$ cat config.mk
export PLATFORM = sky130hd
export DESIGN_NAME = disk_transfer_bounds_check
export DESIGN_NICKNAME = d
export VERILOG_FILES = /design/src/rtl/core/dtbc_pkg.sv /design/src/rtl/core/dtbc_check.sv /design/src/rtl/core/dtbc_div_cell.sv /design/src/rtl/core/disk_transfer_bounds_check.sv
export VERILOG_INCLUDE_DIRS = /design/src /design/src/rtl/core
export SDC_FILE = /design/constraint.sdc
export NUM_CORES = 2
export LEC_CHECK = 0
export BUFFER_PORTS_ARGS = -buffer_cell sky130_fd_sc_hd__buf_4
export CAP_MARGIN = 10
export CELL_PAD_IN_SITES_DETAIL_PLACEMENT = 1
export CELL_PAD_IN_SITES_GLOBAL_PLACEMENT = 1
export CORE_AREA = 2 2 633 635
export CTS_BUF_LIST = sky130_fd_sc_hd__clkbuf_16
export DETAILED_ROUTE_END_ITERATION = 6
export DIE_AREA = 0 0 635 637
export HOLD_SLACK_MARGIN = 0.05
export PLACE_DENSITY_LB_ADDON = 0.15
export SLEW_MARGIN = 20
export SYNTH_ARGS = -nofsm -noshare
export SYNTH_HDL_FRONTEND = slang
export SYNTH_SLANG_ARGS = --single-unit
export TNS_END_PERCENT = 1
$ cat constraint.sdc
create_clock -name clk_i -period 19.7 [get_ports clk_i]
set_input_delay 3.94 -clock clk_i [delete_from_list [all_inputs] [get_ports clk_i]]
set_output_delay 3.94 -clock clk_i [all_outputs]
set_load 0.01 [all_outputs]
$ cat src/rtl/core/disk_transfer_bounds_check_defines.svh
// ----------------------------------------------------------------------------
// Disk transfer bounds check assertion macros
// Shared concurrent assertion forms, clocked on clk_i and held off in reset.
// ----------------------------------------------------------------------------
`ifndef DISK_TRANSFER_BOUNDS_CHECK_DEFINES_SVH
`define DISK_TRANSFER_BOUNDS_CHECK_DEFINES_SVH

// Same-cycle implication.
`define DTBC_ASSERT_NOW(lbl, ante, cons) \
  lbl: assert property (@(posedge clk_i) disable iff (!rst_ni) (ante) |-> (cons)) \
    else $error("dtbc assertion failed");

// Next-cycle implication.
`define DTBC_ASSERT_NEXT(lbl, ante, cons) \
  lbl: assert property (@(posedge clk_i) disable iff (!rst_ni) (ante) |=> (cons)) \
    else $error("dtbc assertion failed");

`endif

$ cat src/rtl/core/dtbc_pkg.sv
// ----------------------------------------------------------------------------
// Disk transfer bounds check package
// Status codes, widths and the word types carried along the divider chain.
// ----------------------------------------------------------------------------
`timescale 1ns / 1ps

package dtbc_pkg;

  localparam int unsigned CNT_W = 24;
  localparam int unsigned SEC_W = 32;
  localparam int unsigned DIV_W = 16;
  // The absolute sector is a 31-bit block plus a 32-bit offset.
  localparam int unsigned DVD_W = SEC_W + 1;

  typedef enum logic [1:0] {
    ST_PROCEED = 2'd0,
    ST_EOP     = 2'd1,
    ST_ROFS    = 2'd2,
    ST_INVAL   = 2'd3
  } status_e;

  typedef enum logic {
    REG_SPC   = 1'b0,
    REG_LABEL = 1'b1
  } reg_idx_e;

  // Check results that ride along with the division.
  typedef struct packed {
    status_e            status;
    logic [CNT_W-1:0]   xfer;
    logic [CNT_W-1:0]   resid;
  } side_t;

  // One word of the divider chain.
  typedef struct packed {
    side_t              side;
    logic [DIV_W-1:0]   dvs;
    logic [DIV_W-1:0]   rem;
    logic [DVD_W-1:0]   w;
  } cell_t;

endpackage

$ cat src/rtl/core/dtbc_check.sv
// ----------------------------------------------------------------------------
// Disk transfer bounds check, request classifier
// Decides status, transfer and residual and forms the dividend for a request.
// ----------------------------------------------------------------------------
`timescale 1ns / 1ps

module dtbc_check #(
  parameter int unsigned LABEL_SECTOR = 0,
  parameter int unsigned BLOCK_SHIFT  = 9
) (
  input  logic [31:0]               block_number_i,
  input  logic [dtbc_pkg::CNT_W-1:0] byte_count_i,
  input  logic [31:0]               partition_offset_i,
  input  logic [31:0]               partition_size_i,
  input  logic                      is_read_i,
  input  logic                      label_write_ok_i,
  input  logic [15:0]               spc_i,
  input  logic [31:0]               label_base_i,
  output dtbc_pkg::cell_t           cell_o
);

  localparam int unsigned DW = dtbc_pkg::DVD_W;
  localparam int unsigned RW = dtbc_pkg::CNT_W + 1;

  logic            neg;
  logic [DW-1:0]   blk;
  logic [DW-1:0]   size;
  logic [DW-1:0]   sum;
  logic [DW-1:0]   label_lim;
  logic [RW-1:0]   cnt_round;
  logic [RW-1:0]   nblk;
  logic [DW-1:0]   need;
  logic [DW-1:0]   fit;
  logic            ro;
  logic            over;
  logic [dtbc_pkg::CNT_W-1:0] xfer;
  dtbc_pkg::status_e status;

  assign neg       = block_number_i[31];
  assign blk       = {1'b0, block_number_i};
  assign size      = {1'b0, partition_size_i};
  assign sum       = blk + {1'b0, partition_offset_i};
  assign label_lim = DW'(LABEL_SECTOR) + {1'b0, label_base_i};
  assign cnt_round = {1'b0, byte_count_i} + RW'((1 << BLOCK_SHIFT) - 1);
  assign nblk      = cnt_round >> BLOCK_SHIFT;
  assign need      = blk + DW'(nblk);
  assign fit       = size - blk;
  assign ro        = (sum <= label_lim) && !is_read_i && !label_write_ok_i;
  assign over      = need > size;

  always_comb begin
    status = dtbc_pkg::ST_PROCEED;
    xfer   = byte_count_i;
    if (neg) begin
      status = dtbc_pkg::ST_INVAL;
    end else if (ro) begin
      status = dtbc_pkg::ST_ROFS;
    end else if (over) begin
      if (blk == size) begin
        status = dtbc_pkg::ST_EOP;
      end else if (size < blk) begin
        status = dtbc_pkg::ST_INVAL;
      end else begin
        xfer = dtbc_pkg::CNT_W'(fit << BLOCK_SHIFT);
      end
    end
  end

  always_comb begin
    cell_o.side.status = status;
    if (status == dtbc_pkg::ST_PROCEED) begin
      cell_o.side.xfer  = xfer;
      cell_o.side.resid = byte_count_i - xfer;
    end else begin
      cell_o.side.xfer  = '0;
      cell_o.side.resid = byte_count_i;
    end
    cell_o.dvs = (spc_i == '0) ? dtbc_pkg::DIV_W'(1) : spc_i;
    cell_o.rem = '0;
    cell_o.w   = sum;
  end

endmodule

$ cat src/rtl/core/dtbc_div_cell.sv
// ----------------------------------------------------------------------------
// Disk transfer bounds check, divider cell
// One restoring division step with its own register and flow control.
// ----------------------------------------------------------------------------
`timescale 1ns / 1ps
`include "disk_transfer_bounds_check_defines.svh"

module dtbc_div_cell (
  input  logic            clk_i,
  input  logic            rst_ni,
  input  logic            up_valid_i,
  input  dtbc_pkg::cell_t up_i,
  output logic            up_ready_o,
  input  logic            dn_ready_i,
  output logic            q_valid_o,
  output dtbc_pkg::cell_t q_o
);

  localparam int unsigned DW = dtbc_pkg::DVD_W;
  localparam int unsigned VW = dtbc_pkg::DIV_W;

  logic                 valid_q;
  dtbc_pkg::cell_t      data_q;
  dtbc_pkg::cell_t      data_d;
  logic [VW:0]          trial;
  logic [VW:0]          diff;
  logic                 ge;

  // Shift the next dividend bit into the remainder and try the subtraction;
  // the quotient bit fills the low end of the dividend word.
  assign trial = {up_i.rem, up_i.w[DW-1]};
  assign diff  = trial - {1'b0, up_i.dvs};
  assign ge    = trial >= {1'b0, up_i.dvs};

  always_comb begin
    data_d     = up_i;
    data_d.rem = ge ? diff[VW-1:0] : trial[VW-1:0];
    data_d.w   = {up_i.w[DW-2:0], ge};
  end

  assign up_ready_o = !valid_q || dn_ready_i;

  always_ff @(posedge clk_i or negedge rst_ni) begin
    if (!rst_ni) begin
      valid_q <= 1'b0;
    end else if (up_ready_o) begin
      valid_q <= up_valid_i;
    end
  end

  always_ff @(posedge clk_i) begin
    if (up_ready_o && up_valid_i) begin
      data_q <= data_d;
    end
  end

  assign q_valid_o = valid_q;
  assign q_o       = data_q;

  `DTBC_ASSERT_NOW(a_rem_below_dvs, valid_q, data_q.rem < data_q.dvs)
  `DTBC_ASSERT_NOW(a_dvs_nonzero, valid_q, data_q.dvs != '0)
  `DTBC_ASSERT_NEXT(a_hold_on_stall, valid_q && !dn_ready_i, valid_q && $stable(data_q))

endmodule

$ cat src/rtl/core/disk_transfer_bounds_check.sv
// ----------------------------------------------------------------------------
// Disk transfer bounds check
// Partition range and label protection check with a pipelined cylinder divide.
// ----------------------------------------------------------------------------
// Requests enter on the input channel (in_valid_i / in_stall_o) and one result
// word leaves on the output channel (out_valid_o / out_stall_i) per request, in
// order. A word moves at an edge where valid is high and stall is low.
// The classifier settles status, transfer and residual as the request enters.
// The cylinder number is then formed by a chain of 33 divider cells, one
// quotient bit per cell, so a result leaves after its request has passed the
// register of every cell. One request can enter every cycle while the output
// is not stalled; the chain holds up to 33 requests in flight.
// Each cell holds its word while the cell after it is full and not moving, so
// a stalled receiver fills the chain from the output end back; empty cells
// keep accepting until the chain is full, and only then is in_stall_o raised.
// Reset empties the chain and sets sectors per cylinder to 1 and the label
// base sector to 0. Configuration writes go through cfg_we_i, cfg_idx_i and
// cfg_data_i and should only be made while no request is in flight.
// ----------------------------------------------------------------------------
`timescale 1ns / 1ps
`include "disk_transfer_bounds_check_defines.svh"

module disk_transfer_bounds_check #(
  parameter int unsigned LABEL_SECTOR = 0,
  parameter int unsigned BLOCK_SHIFT  = 9
) (
  input  logic        clk_i,
  input  logic        rst_ni,
  // Configuration.
  input  logic        cfg_we_i,
  input  logic        cfg_idx_i,
  input  logic [31:0] cfg_data_i,
  // Request channel.
  input  logic        in_valid_i,
  output logic        in_stall_o,
  input  logic signed [31:0] block_number_i,
  input  logic [23:0] byte_count_i,
  input  logic [31:0] partition_offset_i,
  input  logic [31:0] partition_size_i,
  input  logic        is_read_i,
  input  logic        label_write_ok_i,
  // Result channel.
  output logic        out_valid_o,
  input  logic        out_stall_i,
  output logic [1:0]  status_o,
  output logic [23:0] transfer_bytes_o,
  output logic [23:0] residual_bytes_o,
  output logic [31:0] cylinder_o
);

  localparam int unsigned NCELL = dtbc_pkg::DVD_W;

  logic [15:0]     spc_q;
  logic [31:0]     label_base_q;

  dtbc_pkg::cell_t stage [0:NCELL];
  logic            valid [0:NCELL];
  logic            ready [0:NCELL];
  dtbc_pkg::cell_t last;

  // Configuration registers.
  always_ff @(posedge clk_i or negedge rst_ni) begin
    if (!rst_ni) begin
      spc_q        <= 16'd1;
      label_base_q <= '0;
    end else if (cfg_we_i) begin
      unique case (dtbc_pkg::reg_idx_e'(cfg_idx_i))
        dtbc_pkg::REG_SPC:   spc_q        <= cfg_data_i[15:0];
        dtbc_pkg::REG_LABEL: label_base_q <= cfg_data_i;
        default: ;
      endcase
    end
  end

  // The classifier feeds the head of the chain directly from the ports.
  dtbc_check #(
    .LABEL_SECTOR(LABEL_SECTOR),
    .BLOCK_SHIFT (BLOCK_SHIFT)
  ) u_check (
    .block_number_i    (block_number_i),
    .byte_count_i      (byte_count_i),
    .partition_offset_i(partition_offset_i),
    .partition_size_i  (partition_size_i),
    .is_read_i         (is_read_i),
    .label_write_ok_i  (label_write_ok_i),
    .spc_i             (spc_q),
    .label_base_i      (label_base_q),
    .cell_o            (stage[0])
  );

  assign valid[0]     = in_valid_i;
  assign in_stall_o   = !ready[0];
  assign ready[NCELL] = !out_stall_i;

  for (genvar k = 0; k < NCELL; k++) begin : g_cell
    dtbc_div_cell u_cell (
      .clk_i     (clk_i),
      .rst_ni    (rst_ni),
      .up_valid_i(valid[k]),
      .up_i      (stage[k]),
      .up_ready_o(ready[k]),
      .dn_ready_i(ready[k+1]),
      .q_valid_o (valid[k+1]),
      .q_o       (stage[k+1])
    );
  end

  // After the last cell the dividend word holds the full quotient; a quotient
  // past 32 bits saturates, and refused requests report cylinder zero.
  assign last             = stage[NCELL];
  assign out_valid_o      = valid[NCELL];
  assign status_o         = last.side.status;
  assign transfer_bytes_o = last.side.xfer;
  assign residual_bytes_o = last.side.resid;

  always_comb begin
    if (last.side.status != dtbc_pkg::ST_PROCEED) begin
      cylinder_o = '0;
    end else if (last.w[NCELL-1]) begin
      cylinder_o = '1;
    end else begin
      cylinder_o = last.w[31:0];
    end
  end

  `DTBC_ASSERT_NOW(a_empty_out_takes_in, !out_valid_o, !in_stall_o)
  `DTBC_ASSERT_NOW(a_proceed_no_loss,
      out_valid_o && status_o == dtbc_pkg::ST_PROCEED,
      transfer_bytes_o != '0 || residual_bytes_o == '0)

endmodule
After elaboration in Yosys (flattened, before gate mapping)
Cells that the tools add are included.
{"block": "totals", "inputBits": 160, "ff_bits": 3844, "word_cells": 463}
{"block": "op_classes", "n_bitwise": 1, "n_mux": 46, "n_eq_ne": 1, "n_addsub": 37, "reduce_logical": 110, "magnitude_cmp": 36}
{"op": "17-bit by 16-bit greater-or-equal comparator with 1-bit output", "count": 32}
{"op": "16-bit two-way mux", "count": 32}
{"op": "16-bit subtractor", "count": 31}
{"op": "24-bit two-way mux", "count": 6}
{"op": "32-bit two-way mux", "count": 2}
{"op": "1-bit zero test", "count": 37}
{"op": "1-bit logical AND", "count": 35}
{"op": "32-bit by 16-bit adder with 33-bit output", "count": 1}
{"op": "32-bit by 32-bit adder with 33-bit output", "count": 1}
{"op": "33-bit by 32-bit > comparator with 1-bit output", "count": 1}
{"op": "33-bit by 32-bit <= comparator with 1-bit output", "count": 1}
{"op": "1-bit logical OR", "count": 33}
{"op": "32-bit == test", "count": 1}
{"op": "32-bit less-than comparator", "count": 1}
{"op": "24-bit by 9-bit adder with 25-bit output (second input constant)", "count": 1}
{"op": "24-bit subtractor", "count": 1}
{"op": "1-bit by 16-bit greater-or-equal comparator with 1-bit output", "count": 1}
{"op": "16-bit zero test", "count": 1}
{"op": "1-bit by 16-bit subtractor with 16-bit output", "count": 1}
{"op": "15-bit subtractor", "count": 1}
{"op": "2-bit two-way mux", "count": 5}
{"op": "2-bit AND reduction", "count": 2}
{"op": "2-bit zero test", "count": 1}
{"op": "2-bit nonzero test", "count": 1}
{"op": "2 further kinds", "count": 2}

Logic depth before layout (Yosys ltp)
{"block": "depth", "ltp_word": 35, "depth_mapped": 39, "mapped_depth_nobuf": 39}

Hierarchy
A second synthesis with hierarchy kept.
{"block": "unflattened", "cells_unflattened": 10002, "hier_area_um2": 161612.5}
{"module": "dtbc_div_cell (g_cell[0].u_cell ...)", "cells_each": 260, "area_per_inst_um2": 4568.1, "n_inst": 23}
{"module": "dtbc_div_cell (g_cell[11].u_cell ...)", "cells_each": 278, "area_per_inst_um2": 4677.0, "n_inst": 9}
{"module": "dtbc_check", "cells_each": 1099, "area_per_inst_um2": 7697.4, "n_inst": 1}
{"module": "dtbc_div_cell (g_cell[18].u_cell)", "cells_each": 277, "area_per_inst_um2": 4655.7, "n_inst": 1}
{"module": "disk_transfer_bounds_check", "cells_each": 144, "area_per_inst_um2": 2099.5, "n_inst": 1}

Least setup slack after synthesis
No wires, ideal clock.
{"block": "synth_timing", "kind": "input to register", "from": "input out_stall_i", "to": "register g_cell[9].u_cell.data_q (netlist bit g_cell[9].u_cell.q_o[0]), enable pin", "setup_slack_ns": 5.774, "n_path_buf": 0, "path_stages": 6, "t_required_ns": 18.935, "t_arrival_ns": 13.161, "cell_sequence": "and4_1 > and3_1 > nand3_1 > nor4_1 > and3_1 > a21boi_0"}
{"block": "synth_via", "elab_chain_cells": 26}
{"element": "start, declared", "line": "disk_transfer_bounds_check.sv:44", "rtl": "input logic out_stall_i,"}
{"element": "1-bit zero test", "line": "disk_transfer_bounds_check.sv:93", "rtl": "assign ready[NCELL] = !out_stall_i;"}
{"element": "1-bit logical OR (24 in series)", "line": "dtbc_div_cell.sv:41", "rtl": "assign up_ready_o = !valid_q || dn_ready_i;"}
{"element": "1-bit logical AND", "line": "dtbc_div_cell.sv:52", "rtl": "if (up_ready_o && up_valid_i) begin"}
{"element": "end signal, assigned", "line": "dtbc_div_cell.sv:53", "rtl": "data_q <= data_d;"}
{"element": "end, declared", "line": "dtbc_div_cell.sv:23", "rtl": "dtbc_pkg::cell_t data_q;"}
No other way between the ends.
A chain may end at the register's enable or synchronous reset.

==> out/metrics.cfg <==
[detailed_routing]
drt_iter0_markers=3751
viasPerCell=4.92
drc=0
dr.pass1.iters=5
avgRoutedWirePerCell_um=19.4
ant_nets=0
num_vias=77900
finalWirelength_mm=308

[cts]
clk_latency_ps=960
cts_tree=built
cts_buffer_depth=4
cts_buffers=402
hold_buffers=0
post_cts_buffers=0
h-tree-depth=5
clk_pin_slew_ps=60
cts-resized-gates=0
root_buffer=clkbuf_16
cts_sinks=3844

[yosys]
synth_most_common_cell=edfxtp_1
syn_nets=10600
ys_types=101
postSynthCellCount=9692
ys.flop_type=edfxtp_1
yosys.area.top_type=edfxtp_1
synth_seq_cells=3844
synth_edf_count=3763
yosys-top-cells-count=edfxtp_1 (3763), inv_1 (840), ha_1 (685)
async_flop_share_pct=2.11
netlist.area_leader.share_pct=73.0
yosysWarningCount=0
ys_seq_area_share_pct=74.4
avgSynthCellArea_um2=16.0
syn-cell-area_mm2=0.155
synthTopCellsByArea=edfxtp_1 (73%), ha_1 (5.5%), inv_1 (2.0%)

[timing]
finClkSkew_ps=73.7
slew_viol_final=0
layout_setup_ws_ps=7010
post-route-period-util_pct=64.4
rsz0062_at_grt=no
setup_tns_ps=0
fmax_mhz=78.8
fin_crit_ps=12690
slew_headroom_pct=30.3
hold_viol=0
setup-violations-final=0
worstMarginPinSlew_ps=1040

[die]
die_h_um=637
start_util_pct=38.9
io-pin-count=244
die_area_mm2=0.404
rows=232
die_x_um=635
core_mm2=0.398

[worst_hold_path]
min_path_type=reg2reg
min_path_cells=0
hp-start=g_cell[13].u_cell.q_o[89]$_DFFE_PP_
hold-path-endpoint=g_cell[14].u_cell.q_o[89]$_DFFE_PP_

[placed_design]
place_congestion=0.841
pre_cts_ws_ps=5990
io_buffers=243
place_area_mm2=0.163
place_hpwl_mm=224

[layout]
fill_cells=38700
area_growth_pct=13.9
layout.nets=11100
drive_gt1_share_pct=12.1
design_area_mm2=0.176

[power]
peakVddDrop_mv=0.0751
p_leak_nw=65.7
fin_total_pwr_mw=25.2
power_density_mw_per_mm2=143

[worst_setup_path]
max_stage_delay_ps=780
critPathSlowestCell=o21ai_1
path_max_fanout=17
crit_path_end_kind=register
r2r_cells=22
timing.rr.start=label_base_q[30]$_DFFE_PN0P_
reg2reg_slack_ps=13000
cp.arrival_ps=13310
path_class=in2reg
cp.required_ps=20320
regToRegEndpoint=g_cell[0].u_cell.q_o[87]$_DFFE_PP_
critPathLaunchType=input pin

[global_routing]
grtUsageTotal_pct=14.9
grt_start_max_net_pins=72
grt_pass1_vias=84500
gr-total-overflow=0
grt_first_pass_wirelength_mm=482
antenna_found_initial=5

[flow_run]
cap_violations=0

[outcome]
outcome=complete, no violations

[kinds of logic (layout without fill, tap and decap cells)]
kind of cell / count (synthesis) / in the layout / synth area share [%]
xor gates and xnor gates: 379 / 379 / 2.15
buffers and inverters: 1026 / 1903 / 2.68
muxes: 290 / 290 / 2.08
AOI/OAI and AO/OA: 1519 / 1519 / 6.44
adders and majority gates: 720 / 720 / 5.99
DFF: 3844 / 3844 / 74.4
other: 0 / 7 / 0
and+or+nand+nor: 1914 / 1914 / 6.31
[cells in the final DEF (no fill, tap or decap), types with 41 or more instances in the layout]
cell type | synthesis | layout
edfxtp_1 | 3763 | 3763
inv_1 | 840 | 917
ha_1 | 685 | 685
nand2_1 | 510 | 510
clkbuf_16 | 0 | 408
o21ai_0 | 367 | 367
a21oi_1 | 350 | 349
buf_4 | 54 | 328
nor2_1 | 273 | 270
mux2_2 | 236 | 236
nor3_1 | 203 | 203
xnor2_1 | 195 | 195
xor2_1 | 184 | 184
nand3_1 | 152 | 152
nand4_1 | 147 | 147
o21a_1 | 147 | 147
or3_1 | 120 | 120
nor2b_1 | 127 | 116
nand2b_1 | 111 | 111
a21o_1 | 108 | 108
a211oi_1 | 100 | 100
clkinv_1 | 0 | 96
dfrtp_1 | 80 | 80
o31ai_1 | 79 | 79
nor4_1 | 77 | 76
clkinv_2 | 0 | 66
mux2i_1 | 48 | 48
and3_1 | 46 | 46
a21boi_0 | 50 | 45
o21ai_1 | 41 | 41
[power breakdown]
| part | internal [mW] | switching [mW] | leakage (nW) |
|---|---|---|---|
| combinational | 2.63 | 3.72 | 21.3 |
| sequential | 10.9 | 0.597 | 37.8 |
| clock | 4.25 | 3.09 | 6.64 |
[critical path: cells and delay by family]
kind	cells	cell delay, ps
compound gates	13	3800
xor+xnor	3	550
fa+ha+maj	4	1220
buf+inv	2	180
simple gates	16	3580
[state kept, by name, summed over array words and instances (netlist names)]
register and count:
g_cell.u_cell.q_o 3763, g_cell.u_cell.q_valid_o 33, label_base_q 32, spc_q 16
[worst max path at each step]
stage | from | cells after the start | end | slack (ps)
2_1_floorplan | out_stall_i | 6 | g_cell[9].u_cell.q_o[0]$_DFFE_PP_ | 5770
3_3_place_gp | byte_count_i[8] | 38 | g_cell[0].u_cell.q_o[87]$_DFFE_PP_ | 5990
3_5_place_dp | byte_count_i[5] | 38 | g_cell[0].u_cell.q_o[87]$_DFFE_PP_ | 5990
4_1_cts | byte_count_i[5] | 38 | g_cell[0].u_cell.q_o[87]$_DFFE_PP_ | 6960
5_1_grt | byte_count_i[1] | 38 | g_cell[0].u_cell.q_o[87]$_DFFE_PP_ | 6240
6_report | byte_count_i[5] | 38 | g_cell[0].u_cell.q_o[87]$_DFFE_PP_ | 7010
[metrics by stage]
stage	instances	utilization (%)	hold slack [ps]
finish	15800	44.3	361
global route	15800	44.3	349
global placement	15100	41.0	400
detailed placement	15100	41.0	405
CTS	15800	44.3	352
floorplan	9692	-	400
[per-layer routing]
metal / track usage [%] / routed length, µm / vias to the layer above
met5: 0 / 16 / -
met2: 27.8 / 160000 / 936
met1: 18.0 / 130000 / 38800
met4: 4.62 / 8850 / 2
met3: 1.83 / 8240 / 543
li1: - / - / 37700
[layout make-up]
cell class | count | area [µm²] | share of cell area (%)
clock inverter | 327 | 2780 | 1.58
timing repair buffer | 328 | 2460 | 1.40
tap | 5265 | 6590 | 3.74
multi-input combinational | 4822 | 35900 | 20.4
antenna | 7 | 17.5 | 0.00994
clock buffer | 408 | 10200 | 5.80
inverter | 840 | 3150 | 1.79
sequential | 3844 | 115000 | 65.3
(Power assumes the default switching activity.)
